==> src/rtl/i2cm_pkg.sv <==
// Shared types and constants for the I2C master transfer engine.
// No dependencies.
package i2cm_pkg;

  localparam int unsigned MAX_LEN_DEF = 255;
  localparam logic [15:0] QUARTER_RST = 16'd625;
  localparam logic [15:0] HALF_RST    = 16'd1250;

  localparam logic [1:0] OP_TICK   = 2'd0;
  localparam logic [1:0] OP_HEADER = 2'd1;
  localparam logic [1:0] OP_WBYTE  = 2'd2;

  localparam logic [1:0] ST_NONE  = 2'd0;
  localparam logic [1:0] ST_OK    = 2'd1;
  localparam logic [1:0] ST_NACK  = 2'd2;
  localparam logic [1:0] ST_NOCFG = 2'd3;

  localparam logic [1:0] REG_QUARTER = 2'd0;
  localparam logic [1:0] REG_HALF    = 2'd1;
  localparam logic [1:0] REG_OD      = 2'd2;
  localparam logic [1:0] REG_EN      = 2'd3;

  typedef enum logic [3:0] {
    PH_IDLE, PH_HOLD, PH_WAIT_BYTE, PH_ST_A, PH_ST_B, PH_RS_A, PH_RS_B,
    PH_STOP_A, PH_STOP_B, PH_STOP_C, PH_BIT_A, PH_BIT_B, PH_BIT_C
  } phase_t;

  typedef enum logic [1:0] {THEN_START, THEN_OK, THEN_ERR} then_t;
  typedef enum logic [1:0] {KIND_ADDR, KIND_WRITE, KIND_READ} kind_t;

  typedef struct packed {
    logic [15:0] quarter_ticks;
    logic [15:0] half_ticks;
    logic        scl_release;
    logic        enabled;
  } cfg_t;

  typedef struct packed {
    logic [1:0] op;
    logic [6:0] target_address;
    logic       read_flag;
    logic       restart_flag;
    logic       stop_flag;
    logic       first_message;
    logic       last_message;
    logic [7:0] length;
    logic [7:0] write_byte;
    logic       scl_level;
    logic       sda_level;
  } item_t;

  typedef struct packed {
    logic       scl_low;
    logic       scl_drive_high;
    logic       sda_low;
    logic [7:0] read_byte;
    logic       read_valid;
    logic       need_byte;
    logic       busy_res;
    logic [1:0] status;
  } res_t;

endpackage

==> src/rtl/i2cm_cfg.sv <==
// Configuration register file for the I2C master engine.
// Depends on i2cm_pkg.
module i2cm_cfg (
  input  logic              clk,
  input  logic              rst,
  input  logic              cfg_we,
  input  logic [1:0]        cfg_index,
  input  logic [15:0]       cfg_data,
  output i2cm_pkg::cfg_t    cfg
);
  always_ff @(posedge clk) begin
    if (rst) begin
      cfg.quarter_ticks <= i2cm_pkg::QUARTER_RST;
      cfg.half_ticks    <= i2cm_pkg::HALF_RST;
      cfg.scl_release   <= 1'b0;
      cfg.enabled       <= 1'b0;
    end else if (cfg_we) begin
      unique case (cfg_index)
        i2cm_pkg::REG_QUARTER: cfg.quarter_ticks <= cfg_data;
        i2cm_pkg::REG_HALF:    cfg.half_ticks    <= cfg_data;
        i2cm_pkg::REG_OD:      cfg.scl_release   <= cfg_data[0];
        i2cm_pkg::REG_EN:      cfg.enabled       <= cfg_data[0];
        default: ;
      endcase
    end
  end
endmodule

==> src/rtl/i2cm_core.sv <==
// Bus phase sequencer: one tick in, next state and pin drives out.
// Depends on i2cm_pkg.
module i2cm_core #(
  parameter int unsigned MAX_LEN = i2cm_pkg::MAX_LEN_DEF
) (
  input  logic           clk,
  input  logic           rst,
  input  logic           step,
  input  i2cm_pkg::cfg_t cfg,
  input  i2cm_pkg::item_t it,
  output i2cm_pkg::res_t res
);
  localparam logic [7:0] LEN_CAP = (MAX_LEN > 255) ? 8'd255 : 8'(MAX_LEN);

  i2cm_pkg::phase_t phase, phase_next;
  logic [15:0] tick_counter, tick_counter_next;
  logic [3:0]  bit_counter, bit_counter_next;
  logic [7:0]  shift_register, shift_register_next;
  logic [7:0]  bytes_left, bytes_left_next;
  logic        message_is_read, message_is_read_next;
  logic        message_is_last, message_is_last_next;
  logic        stop_pending, stop_pending_next;
  logic [6:0]  address_latched, address_latched_next;
  logic        scl_low, scl_low_next, scl_high, scl_high_next, sda_low, sda_low_next;
  i2cm_pkg::then_t stop_then, stop_then_next;
  i2cm_pkg::kind_t byte_kind, byte_kind_next;
  logic        ack_sample, ack_sample_next;

  always_ff @(posedge clk) begin
    if (rst) begin
      phase <= i2cm_pkg::PH_IDLE;
      tick_counter <= '0; bit_counter <= '0; shift_register <= '0;
      bytes_left <= '0; message_is_read <= 1'b0; message_is_last <= 1'b0;
      stop_pending <= 1'b0; address_latched <= '0;
      scl_low <= 1'b0; scl_high <= 1'b0; sda_low <= 1'b0;
      stop_then <= i2cm_pkg::THEN_START; byte_kind <= i2cm_pkg::KIND_ADDR;
      ack_sample <= 1'b0;
    end else if (step) begin
      phase <= phase_next;
      tick_counter <= tick_counter_next; bit_counter <= bit_counter_next;
      shift_register <= shift_register_next; bytes_left <= bytes_left_next;
      message_is_read <= message_is_read_next;
      message_is_last <= message_is_last_next;
      stop_pending <= stop_pending_next; address_latched <= address_latched_next;
      scl_low <= scl_low_next; scl_high <= scl_high_next; sda_low <= sda_low_next;
      stop_then <= stop_then_next; byte_kind <= byte_kind_next;
      ack_sample <= ack_sample_next;
    end
  end

  logic [15:0] seg;
  logic        stretched;
  logic [15:0] tick_inc;
  logic        go_data;     // run data_next() on the updated state
  logic        entering;    // run enter() for phase_next
  logic [7:0]  len_sat;

  always_comb begin
    phase_next = phase; tick_counter_next = tick_counter;
    bit_counter_next = bit_counter; shift_register_next = shift_register;
    bytes_left_next = bytes_left; message_is_read_next = message_is_read;
    message_is_last_next = message_is_last; stop_pending_next = stop_pending;
    address_latched_next = address_latched;
    scl_low_next = scl_low; scl_high_next = scl_high; sda_low_next = sda_low;
    stop_then_next = stop_then; byte_kind_next = byte_kind;
    ack_sample_next = ack_sample;
    res.status = i2cm_pkg::ST_NONE; res.read_valid = 1'b0; res.read_byte = 8'd0;
    go_data = 1'b0; entering = 1'b0;

    len_sat = (it.length > LEN_CAP) ? LEN_CAP : it.length;
    seg = (phase == i2cm_pkg::PH_STOP_B || phase == i2cm_pkg::PH_STOP_C ||
           phase == i2cm_pkg::PH_BIT_B) ? cfg.half_ticks : cfg.quarter_ticks;
    if (seg == 16'd0) seg = 16'd1;
    stretched = cfg.scl_release && !it.scl_level &&
      (phase == i2cm_pkg::PH_RS_B || phase == i2cm_pkg::PH_STOP_B ||
       phase == i2cm_pkg::PH_BIT_B);
    tick_inc = tick_counter + 16'd1;

    if (phase == i2cm_pkg::PH_IDLE || phase == i2cm_pkg::PH_HOLD) begin
      if (it.op == i2cm_pkg::OP_HEADER) begin
        if (!cfg.enabled) begin
          res.status = i2cm_pkg::ST_NOCFG;
        end else begin
          address_latched_next = it.target_address;
          message_is_read_next = it.read_flag;
          message_is_last_next = it.last_message;
          bytes_left_next = len_sat;
          stop_pending_next = it.stop_flag;
          entering = 1'b1;
          if (phase == i2cm_pkg::PH_IDLE) phase_next = i2cm_pkg::PH_ST_A;
          else if (stop_pending) begin
            stop_then_next = i2cm_pkg::THEN_START; phase_next = i2cm_pkg::PH_STOP_A;
          end else if (it.first_message || it.restart_flag)
            phase_next = i2cm_pkg::PH_RS_A;
          else begin
            entering = 1'b0; go_data = 1'b1;
          end
        end
      end
    end else if (phase == i2cm_pkg::PH_WAIT_BYTE) begin
      if (it.op == i2cm_pkg::OP_WBYTE) begin
        shift_register_next = it.write_byte;
        byte_kind_next = i2cm_pkg::KIND_WRITE;
        bit_counter_next = 4'd0;
        phase_next = i2cm_pkg::PH_BIT_A; entering = 1'b1;
      end
    end else if (!stretched) begin
      tick_counter_next = tick_inc;
      if (tick_inc >= seg) begin
        entering = 1'b1;
        unique case (phase)
          i2cm_pkg::PH_ST_A: phase_next = i2cm_pkg::PH_ST_B;
          i2cm_pkg::PH_ST_B: begin
            shift_register_next = {address_latched, message_is_read};
            byte_kind_next = i2cm_pkg::KIND_ADDR;
            bit_counter_next = 4'd0;
            phase_next = i2cm_pkg::PH_BIT_A;
          end
          i2cm_pkg::PH_RS_A:   phase_next = i2cm_pkg::PH_RS_B;
          i2cm_pkg::PH_RS_B:   phase_next = i2cm_pkg::PH_ST_A;
          i2cm_pkg::PH_STOP_A: phase_next = i2cm_pkg::PH_STOP_B;
          i2cm_pkg::PH_STOP_B: phase_next = i2cm_pkg::PH_STOP_C;
          i2cm_pkg::PH_STOP_C: begin
            if (stop_then == i2cm_pkg::THEN_START) phase_next = i2cm_pkg::PH_ST_A;
            else begin
              entering = 1'b0;
              res.status = (stop_then == i2cm_pkg::THEN_OK) ? i2cm_pkg::ST_OK
                                                             : i2cm_pkg::ST_NACK;
              stop_pending_next = 1'b0;
              phase_next = i2cm_pkg::PH_IDLE;
              tick_counter_next = 16'd0;
            end
          end
          i2cm_pkg::PH_BIT_A: phase_next = i2cm_pkg::PH_BIT_B;
          i2cm_pkg::PH_BIT_B: begin
            if (byte_kind == i2cm_pkg::KIND_READ) begin
              if (bit_counter < 4'd8) begin
                shift_register_next = {shift_register[6:0], it.sda_level};
                if (bit_counter == 4'd7) begin
                  res.read_valid = 1'b1;
                  res.read_byte = shift_register_next;
                end
              end
            end else if (bit_counter == 4'd8) ack_sample_next = it.sda_level;
            phase_next = i2cm_pkg::PH_BIT_C;
          end
          i2cm_pkg::PH_BIT_C: begin
            if (bit_counter < 4'd8) begin
              bit_counter_next = bit_counter + 4'd1;
              phase_next = i2cm_pkg::PH_BIT_A;
            end else if (byte_kind != i2cm_pkg::KIND_READ && ack_sample) begin
              stop_then_next = i2cm_pkg::THEN_ERR;
              phase_next = i2cm_pkg::PH_STOP_A;
            end else begin
              entering = 1'b0;
              if (byte_kind != i2cm_pkg::KIND_ADDR && bytes_left != 8'd0)
                bytes_left_next = bytes_left - 8'd1;
              go_data = 1'b1;
            end
          end
          default: entering = 1'b0;
        endcase
      end
    end

    // data_next: choose what follows a finished byte or a header
    if (go_data) begin
      if (bytes_left_next == 8'd0) begin
        if (message_is_last_next) begin
          stop_then_next = i2cm_pkg::THEN_OK;
          phase_next = i2cm_pkg::PH_STOP_A; entering = 1'b1;
        end else phase_next = i2cm_pkg::PH_HOLD;
      end else if (message_is_read_next) begin
        byte_kind_next = i2cm_pkg::KIND_READ;
        shift_register_next = 8'd0;
        bit_counter_next = 4'd0;
        phase_next = i2cm_pkg::PH_BIT_A; entering = 1'b1;
      end else begin
        phase_next = i2cm_pkg::PH_WAIT_BYTE;
        tick_counter_next = 16'd0;
      end
    end

    // phase entry actions
    if (entering) begin
      tick_counter_next = 16'd0;
      case (phase_next)
        i2cm_pkg::PH_ST_A, i2cm_pkg::PH_STOP_A: sda_low_next = 1'b1;
        i2cm_pkg::PH_RS_A, i2cm_pkg::PH_STOP_C: sda_low_next = 1'b0;
        i2cm_pkg::PH_ST_B, i2cm_pkg::PH_BIT_C: begin
          scl_low_next = 1'b1; scl_high_next = 1'b0;
        end
        i2cm_pkg::PH_RS_B, i2cm_pkg::PH_STOP_B, i2cm_pkg::PH_BIT_B: begin
          scl_low_next = 1'b0; scl_high_next = !cfg.scl_release;
        end
        i2cm_pkg::PH_BIT_A: begin
          if (byte_kind_next == i2cm_pkg::KIND_READ)
            sda_low_next = (bit_counter_next == 4'd8) && (bytes_left_next > 8'd1);
          else if (bit_counter_next < 4'd8) begin
            sda_low_next = !shift_register_next[7];
            shift_register_next = {shift_register_next[6:0], 1'b0};
          end else sda_low_next = 1'b0;
        end
        default: ;
      endcase
    end

    res.scl_low = scl_low_next;
    res.scl_drive_high = scl_high_next;
    res.sda_low = sda_low_next;
    res.need_byte = (phase_next == i2cm_pkg::PH_WAIT_BYTE);
    res.busy_res = (phase_next != i2cm_pkg::PH_IDLE) && (phase_next != i2cm_pkg::PH_HOLD);
  end
endmodule

==> src/rtl/i2c_master_transfer_engine.sv <==
// Top level of the tick-driven I2C master transfer engine.
// Depends on i2cm_pkg, i2cm_cfg, i2cm_core.
//
// Usage: every input beat on s_axis is one timing tick carrying the sampled
// SCL/SDA levels plus an op: tick only, message header, or next write byte.
// Each accepted beat yields exactly one result beat on m_axis holding the pin
// drives, a received byte with its valid flag, need_byte, busy and status.
// The phase sequencer steps on acceptance and the result sits in an output
// register, valid on m_axis in the next cycle, at one beat per cycle while
// m_axis does not stall. s_axis_tready is high whenever the output register
// is empty or being drained in the same cycle, so a stall on m_axis holds the
// result and stops intake with no loss. Configuration registers are written
// through cfg_we/cfg_index/cfg_data by the user only while idle, unchecked by
// the block. Synchronous reset idles the sequencer with both lines released
// and loads default timing (625/1250 ticks, push-pull, disabled).
module i2c_master_transfer_engine #(
  parameter int unsigned MAX_LEN = i2cm_pkg::MAX_LEN_DEF
) (
  input  logic        clk,
  input  logic        rst,
  input  logic        s_axis_tvalid,
  output logic        s_axis_tready,
  // op[1:0], target_address[8:2], read_flag[9], restart_flag[10], stop_flag[11],
  // first_message[12], last_message[13], length[21:14], write_byte[29:22],
  // scl_level[30], sda_level[31]
  input  logic [31:0] s_axis_tdata,
  output logic        m_axis_tvalid,
  input  logic        m_axis_tready,
  // scl_low[0], scl_drive_high[1], sda_low[2], read_byte[10:3], read_valid[11],
  // need_byte[12], busy_res[13], status[15:14]
  output logic [15:0] m_axis_tdata,
  input  logic        cfg_we,
  input  logic [1:0]  cfg_index,
  input  logic [15:0] cfg_data
);
  i2cm_pkg::cfg_t  cfg;
  i2cm_pkg::item_t it;
  i2cm_pkg::res_t  res;
  logic            step;

  i2cm_cfg u_cfg (
    .clk(clk), .rst(rst), .cfg_we(cfg_we), .cfg_index(cfg_index),
    .cfg_data(cfg_data), .cfg(cfg)
  );

  always_comb begin
    it.op             = s_axis_tdata[1:0];
    it.target_address = s_axis_tdata[8:2];
    it.read_flag      = s_axis_tdata[9];
    it.restart_flag   = s_axis_tdata[10];
    it.stop_flag      = s_axis_tdata[11];
    it.first_message  = s_axis_tdata[12];
    it.last_message   = s_axis_tdata[13];
    it.length         = s_axis_tdata[21:14];
    it.write_byte     = s_axis_tdata[29:22];
    it.scl_level      = s_axis_tdata[30];
    it.sda_level      = s_axis_tdata[31];
  end

  assign s_axis_tready = !m_axis_tvalid || m_axis_tready;
  assign step = s_axis_tvalid && s_axis_tready;

  i2cm_core #(.MAX_LEN(MAX_LEN)) u_core (
    .clk(clk), .rst(rst), .step(step), .cfg(cfg), .it(it), .res(res)
  );

  always_ff @(posedge clk) begin
    if (rst) m_axis_tvalid <= 1'b0;
    else if (s_axis_tready) m_axis_tvalid <= s_axis_tvalid;
  end

  always_ff @(posedge clk) begin
    if (step)
      m_axis_tdata <= {res.status, res.busy_res, res.need_byte, res.read_valid,
                       res.read_byte, res.sda_low, res.scl_drive_high, res.scl_low};
  end
endmodule
==> config.mk <==
export PLATFORM = sky130hd
export DESIGN_NAME = i2c_master_transfer_engine
export DESIGN_NICKNAME = d
export VERILOG_FILES = /design/src/rtl/i2cm_pkg.sv /design/src/rtl/i2cm_cfg.sv /design/src/rtl/i2cm_core.sv /design/src/rtl/i2c_master_transfer_engine.sv
export SDC_FILE = /design/constraint.sdc
export NUM_CORES = 1
export LEC_CHECK = 0
export BUFFER_PORTS_ARGS = -buffer_cell sky130_fd_sc_hd__clkbuf_2
export CAP_MARGIN = 5
export CORE_ASPECT_RATIO = 0.75
export CORE_MARGIN = 10
export CORE_UTILIZATION = 45
export CTS_BUF_LIST = sky130_fd_sc_hd__clkbuf_2 sky130_fd_sc_hd__clkbuf_4 sky130_fd_sc_hd__clkbuf_8
export DETAILED_ROUTE_END_ITERATION = 8
export SYNTH_ARGS = -nofsm -noshare
export SYNTH_HDL_FRONTEND = slang
export SYNTH_SLANG_ARGS = --single-unit
==> constraint.sdc <==
create_clock -name clk -period 14.81 [get_ports clk]
set_input_delay 2.962 -clock clk [delete_from_list [all_inputs] [get_ports clk]]
set_output_delay 2.962 -clock clk [all_outputs]
set_load 0.02 [all_outputs]
==> results.cfg, run 1 <==
[outcome]
run_status = finished, final reports clean

[pwr]
p_per_area_nw_per_um2 = 85.4
ir_drop_uv = 42.5
design_power_total_mw = 0.640
leakagePower_nw = 2.88

[yosys]
syn-mean-instance-area_um2 = 7.81
ys_warn_count = 0
synth_edf_count = 16
syn_area_um2 = 6830
synth_ff_type = dfxtp_1
synthCells = 875
synth_seq_cells = 109
ys_seq_area_share_pct = 34.3
syn_nets = 950
synth_top_area_share_pct = 27.2
yosys.area.top_type = dfxtp_1
synth_cell_types = 85
ys_async_sr_fraction_pct = 0
ys_top_cells_by_count = 146 x nand2_1, 93 x dfxtp_1, 73 x a21oi_1
synth_most_common_cell = nand2_1
ys_top_cells_by_area = dfxtp_1 27%, nand2_1 8.0%, edfxtp_1 7.0%

[final_layout]
syn2layout_area_growth_pct = 9.76
fin_util_pct = 51.0
antenna_cells = 0
nets = 990
drive_gt1_share_pct = 13.6

[die]
coreArea_um2 = 14700
num_rows = 38
num_io_pins = 73
die_y_um = 127
initial_utilization_pct = 46.5
die_w_um = 162
dieArea_um2 = 20600

[grt]
grt_pass1_wl_um = 34500
grtUsageTotal_pct = 20.8
grt_max_degree = 59
grt_pass1_vias = 6252
antenna_found_initial = 0
grt_remaining_overflow = 0

[cts]
htree_levels = 3
clock_latency_ps = 410
cts_root_buffer = clkbuf_8
cts_tree = done
cts_sinks = 109
hold_buffers = 0
clkTransAtPathRegs_ps = 120
cts_made_buffers = 9
clock_path_buffers = 2
ctsResizeCount = 0
post-cts-setup-buffers = 0

[detailed_routing]
wl_per_cell_um = 19.9
wl_um = 22200
drt-initial-drc-count = 777
routed-via-count = 6864
drt-pass1-iter-count = 7
route.detailed.drc = 0
ant_nets = 0
drt-vias-per-instance = 6.13

[placement]
hpwlAfterDp_um = 16600
gp_congestion = 1.01
portBuffers = 72

[setup_path]
required_ps = 15140
cp-startpoint = u_core.phase[3]
critPathArrivalTime_ps = 7300
critPathKind = reg2reg
crit_fanout = 20
endpoint_kind = flop
worst-path-buf-inv = 0
rr_startpoint = u_core.phase[3]
slowest_delay_ps = 780
critPathTopFamily = simple AND/OR/NAND/NOR gates
slowest_stage = nor2_1
cp_cell_sequence = nor2b_1, nand2_1, mux2i_1, nand4_1, or4_1, nand2_1, ha_1, nor2b_1, o211a_1, o31ai_4, nand3_2, a211o_1, a211oi_2, a41oi_1, nor2_1, a31oi_1, o21ai_0
cp-start-kind = flop

[timing]
slew_violations = 0
fmax_ghz = 0.144
relSlewSlack_pct = 20.8
finalCriticalPeriod_ps = 6970
rsz0062_at_grt = no
worst_pin_slew_ps = 1180
final.setup.tns_ps = 0
fin_crit_sh_pct = 47.0
setup_viol_count_final = 0
final_hold_viol_count = 0
fin_worst_skew_ps = 18.5

[hold_path]
hold_start = u_cfg.cfg[6]
hold_path.class = reg2reg

[flow_run]
drv_cap = 0
## power by group
| part | internal [mW] | switching (mW) | total (mW) |
|---|---|---|---|
| clock network | 0.0831 | 0.119 | 0.203 |
| logic | 0.0408 | 0.0742 | 0.115 |
| registers | 0.312 | 0.0113 | 0.323 |
| total | 0.435 | 0.205 | 0.640 |
## registers in the layout, summed over array words and instances (netlist names), 4 cells and up
signal                  count
u_cfg.cfg                  34
m_axis_tdata               16
u_core.tick_counter        16
u_core.bytes_left           8
u_core.shift_register       8
u_core.address_latched      7
u_core.bit_counter          4
u_core.phase                4
## layout by cell type, fill, tap and decap left out, types with 10 or more instances in the layout
master and instances:
ha_1 20, nand2_1 146, xnor2_1 10, a21oi_1 73, edfxtp_1 16, o21ai_0 52
nor2_1 60, nor2b_1 10, clkbuf_2 72, a31oi_1 14, nand3_1 38, dfxtp_1 93
and3_1 11, nand2b_1 13, mux2i_1 24, nor4_1 12, inv_1 27, a211oi_1 15
nor3_1 30, and2_1 14
## through the flow
stage | std cells | setup WS (ps) | hold slack [ps] | instance area [um^2]
after floorplan | 875 | 8650 | 436 | 6830
after global placement | 1104 | 8160 | 447 | 7280
after global routing | 1120 | 7150 | 481 | 7500
final | 1120 | 7840 | 463 | 7500
after detailed placement | 1104 | 7930 | 447 | 7280
after CTS | 1120 | 7990 | 462 | 7500
## routing by layer
metal  GRT usage (%)  share of wire (%)  wire length, um  vias up
li1                -                  -                -     3278
met1            32.1                 49            10800     3221
met2            26.5                 39             8780      340
met3            6.24                 11             2350       25
met4            5.50                1.2              274        0
met5               0                  0                0        -
## worst register-to-register path: stages (launching register included)
cell      delay [ps]
dfxtp_1          740
nor2b_1          330
nand2_1          540
mux2i_1          460
nand4_1          130
or4_1            520
nand2_1           80
ha_1             140
nor2b_1           40
o211a_1          230
o31ai_4          410
nand3_2          410
a211o_1          440
a211oi_2         420
a41oi_1          360
nor2_1           780
a31oi_1          550
o21ai_0          300
## area by class of cell
class                      count  area [um^2]
clock buffer                   9          124
clock inverter                 7         92.6
fill                        1419         7190
inverter                      27          101
multi-input combinational    687         4160
sequential                   109         2340
tap                          200          250
timing repair buffer          81          428
## cells by family after synthesis
group                    synth area share, %
AO/OA/AOI/OAI                           23.7
XOR/XNOR                                1.54
adder cells (fa/ha/maj)                 3.66
buffers and inverters                   4.82
flip-flops                              34.3
multiplexers                            3.85
AND/OR/NAND/NOR                         28.1
## worst paths after layout
kind	endpoint	slack, ps	cells past startpoint
worst max register to register	u_core.tick_counter[11]	7840	17
worst max-delay path	u_core.tick_counter[11]	7840	17
worst min-delay path	u_cfg.cfg[6]	460	2
worst min register to register	u_cfg.cfg[6]	460	2
Note: power is estimated with default switching activity, not from simulation.
==> run 2: changes to the inputs <==
Settings changed: PLACE_DENSITY set to 0.66.
Clock period 14.81 ns to 6.4 ns, I/O delays scaled along.
==> results.cfg, run 2 (synthesis results as in run 1) <==
[outcome]
run_status = finished, final reports clean

[timing]
final_hold_viol_count = 0
finalCriticalPeriod_ps = 5980
rsz0062_at_grt = no
slew_violations = 0
fin_crit_sh_pct = 93.4
setup_viol_count_final = 0
worst_pin_slew_ps = 951
fmax_ghz = 0.167
fin_ws_ps = 424
relSlewSlack_pct = 36.3
fin_worst_skew_ps = 22.8
final.setup.tns_ps = 0
fin_hold_ws_ps = 463

[detailed_routing]
wl_um = 20500
drt-vias-per-instance = 5.97
drt-initial-drc-count = 781
routed-via-count = 6723
drt-pass1-iter-count = 6
ant_nets = 0
wl_per_cell_um = 18.2
route.detailed.drc = 0

[hold_path]
hold_start = u_core.message_is_last
hold_path.class = reg2reg
whs_path_depth = 2

[die]
die_w_um = 162
num_rows = 38
initial_utilization_pct = 46.5
num_io_pins = 73
die_y_um = 127
coreArea_um2 = 14700
dieArea_um2 = 20600

[cts]
ctsResizeCount = 0
cts_sinks = 109
post-cts-setup-buffers = 0
clock_path_buffers = 2
hold_buffers = 0
cts_root_buffer = clkbuf_8
cts_made_buffers = 9
cts_tree = done
htree_levels = 3
clock_latency_ps = 410
clkTransAtPathRegs_ps = 120

[grt]
antenna_found_initial = 0
grt.met3_usage_pct = 6.17
grt-busiest-layer = met1
grt_pass1_vias = 5948
grt_pass1_wl_um = 32400
grtUsageTotal_pct = 19.3
grt_remaining_overflow = 0
use_met2_pct = 24.4
globalRouteMet1Util_pct = 30.1
grt_max_degree = 61

[final_layout]
syn2layout_area_growth_pct = 9.96
largest_reg_flops = 34
top_register = u_cfg.cfg
fin_util_pct = 51.1
layout_common_cells = 146 x nand2_1, 93 x dfxtp_1, 73 x a21oi_1
drive_gt1_share_pct = 14.1
antenna_cells = 0
nets = 996
reg_top3 = u_cfg.cfg: 34 flops, m_axis_tdata: 16 flops, u_core.tick_counter: 16 flops
final_common_cell = nand2_1

[setup_path]
rr_startpoint = u_core.phase[1]
required_ps = 6710
slowest_delay_ps = 760
cp-startpoint = u_core.phase[1]
crit_fanout = 22
critPathArrivalTime_ps = 6290
cp-start-kind = flop
slowest_stage = dfxtp_1
cp_cell_sequence = nand2b_1, nand2_1, buf_4, mux2i_1, nand4_1, or4_1, nand2_1, ha_1, nor2b_1, o211a_1, o31ai_4, nand3_2, a211o_1, a211oi_2, a31oi_4, or3_1, and3_1, a311o_1
critPathKind = reg2reg
r2r_cells = 18
crit_top_cell = nand2_1
reg2reg_slack_ps = 420
endpoint_kind = flop

[pwr]
design_power_total_mw = 1.43
ir_drop_uv = 143
leakagePower_nw = 2.89
p_per_area_nw_per_um2 = 190

[flow_run]
drv_cap = 0

[placement]
hpwlAfterDp_um = 15100
pre_cts_ws_ps = 574
portBuffers = 72
gp_congestion = 0.945
-- run 2: power breakdown --
part	switching (mW)	internal (mW)	total [mW]
Sequential	0.0222	0.721	0.743
Clock	0.263	0.154	0.417
Combinational	0.170	0.0964	0.267
-- run 2: metal layers --
layer	routed length, um	share of wire, %
met5	0	0
met4	207	1.0
met2	7770	38
met1	10100	49
met3	2430	12
-- run 2: worst paths after layout --
| kind | endpoint |
|---|---|
| worst max-delay path | u_core.shift_register[6] |
| worst min-delay path | u_core.message_is_last |
| worst max register to register | u_core.shift_register[6] |
| worst min register to register | u_core.message_is_last |
-- run 2: cell type report --
class                      count  area (um^2)
clock buffer                  10          131
clock inverter                 6         53.8
fill                        1454         7180
inverter                      27          101
multi-input combinational    687         4160
sequential                   109         2340
tap                          200          250
timing repair buffer          87          473
-- run 2: through the flow --
stage,std cells,instance area (um^2)
after floorplan,875,6830
after CTS,1126,7510
after global routing,1126,7510
after detailed placement,1110,7330
after global placement,1110,7330
final,1126,7510
-- run 2: critical path, delay by kind of cell (launching register included) --
family | cells | cell delay [ps]
flip-flops | 1 | 760
buffers and inverters | 1 | 280
AND/OR/NAND/NOR | 9 | 2270
multiplexers | 1 | 320
AO/OA/AOI/OAI | 6 | 2080
adder cells (fa/ha/maj) | 1 | 150
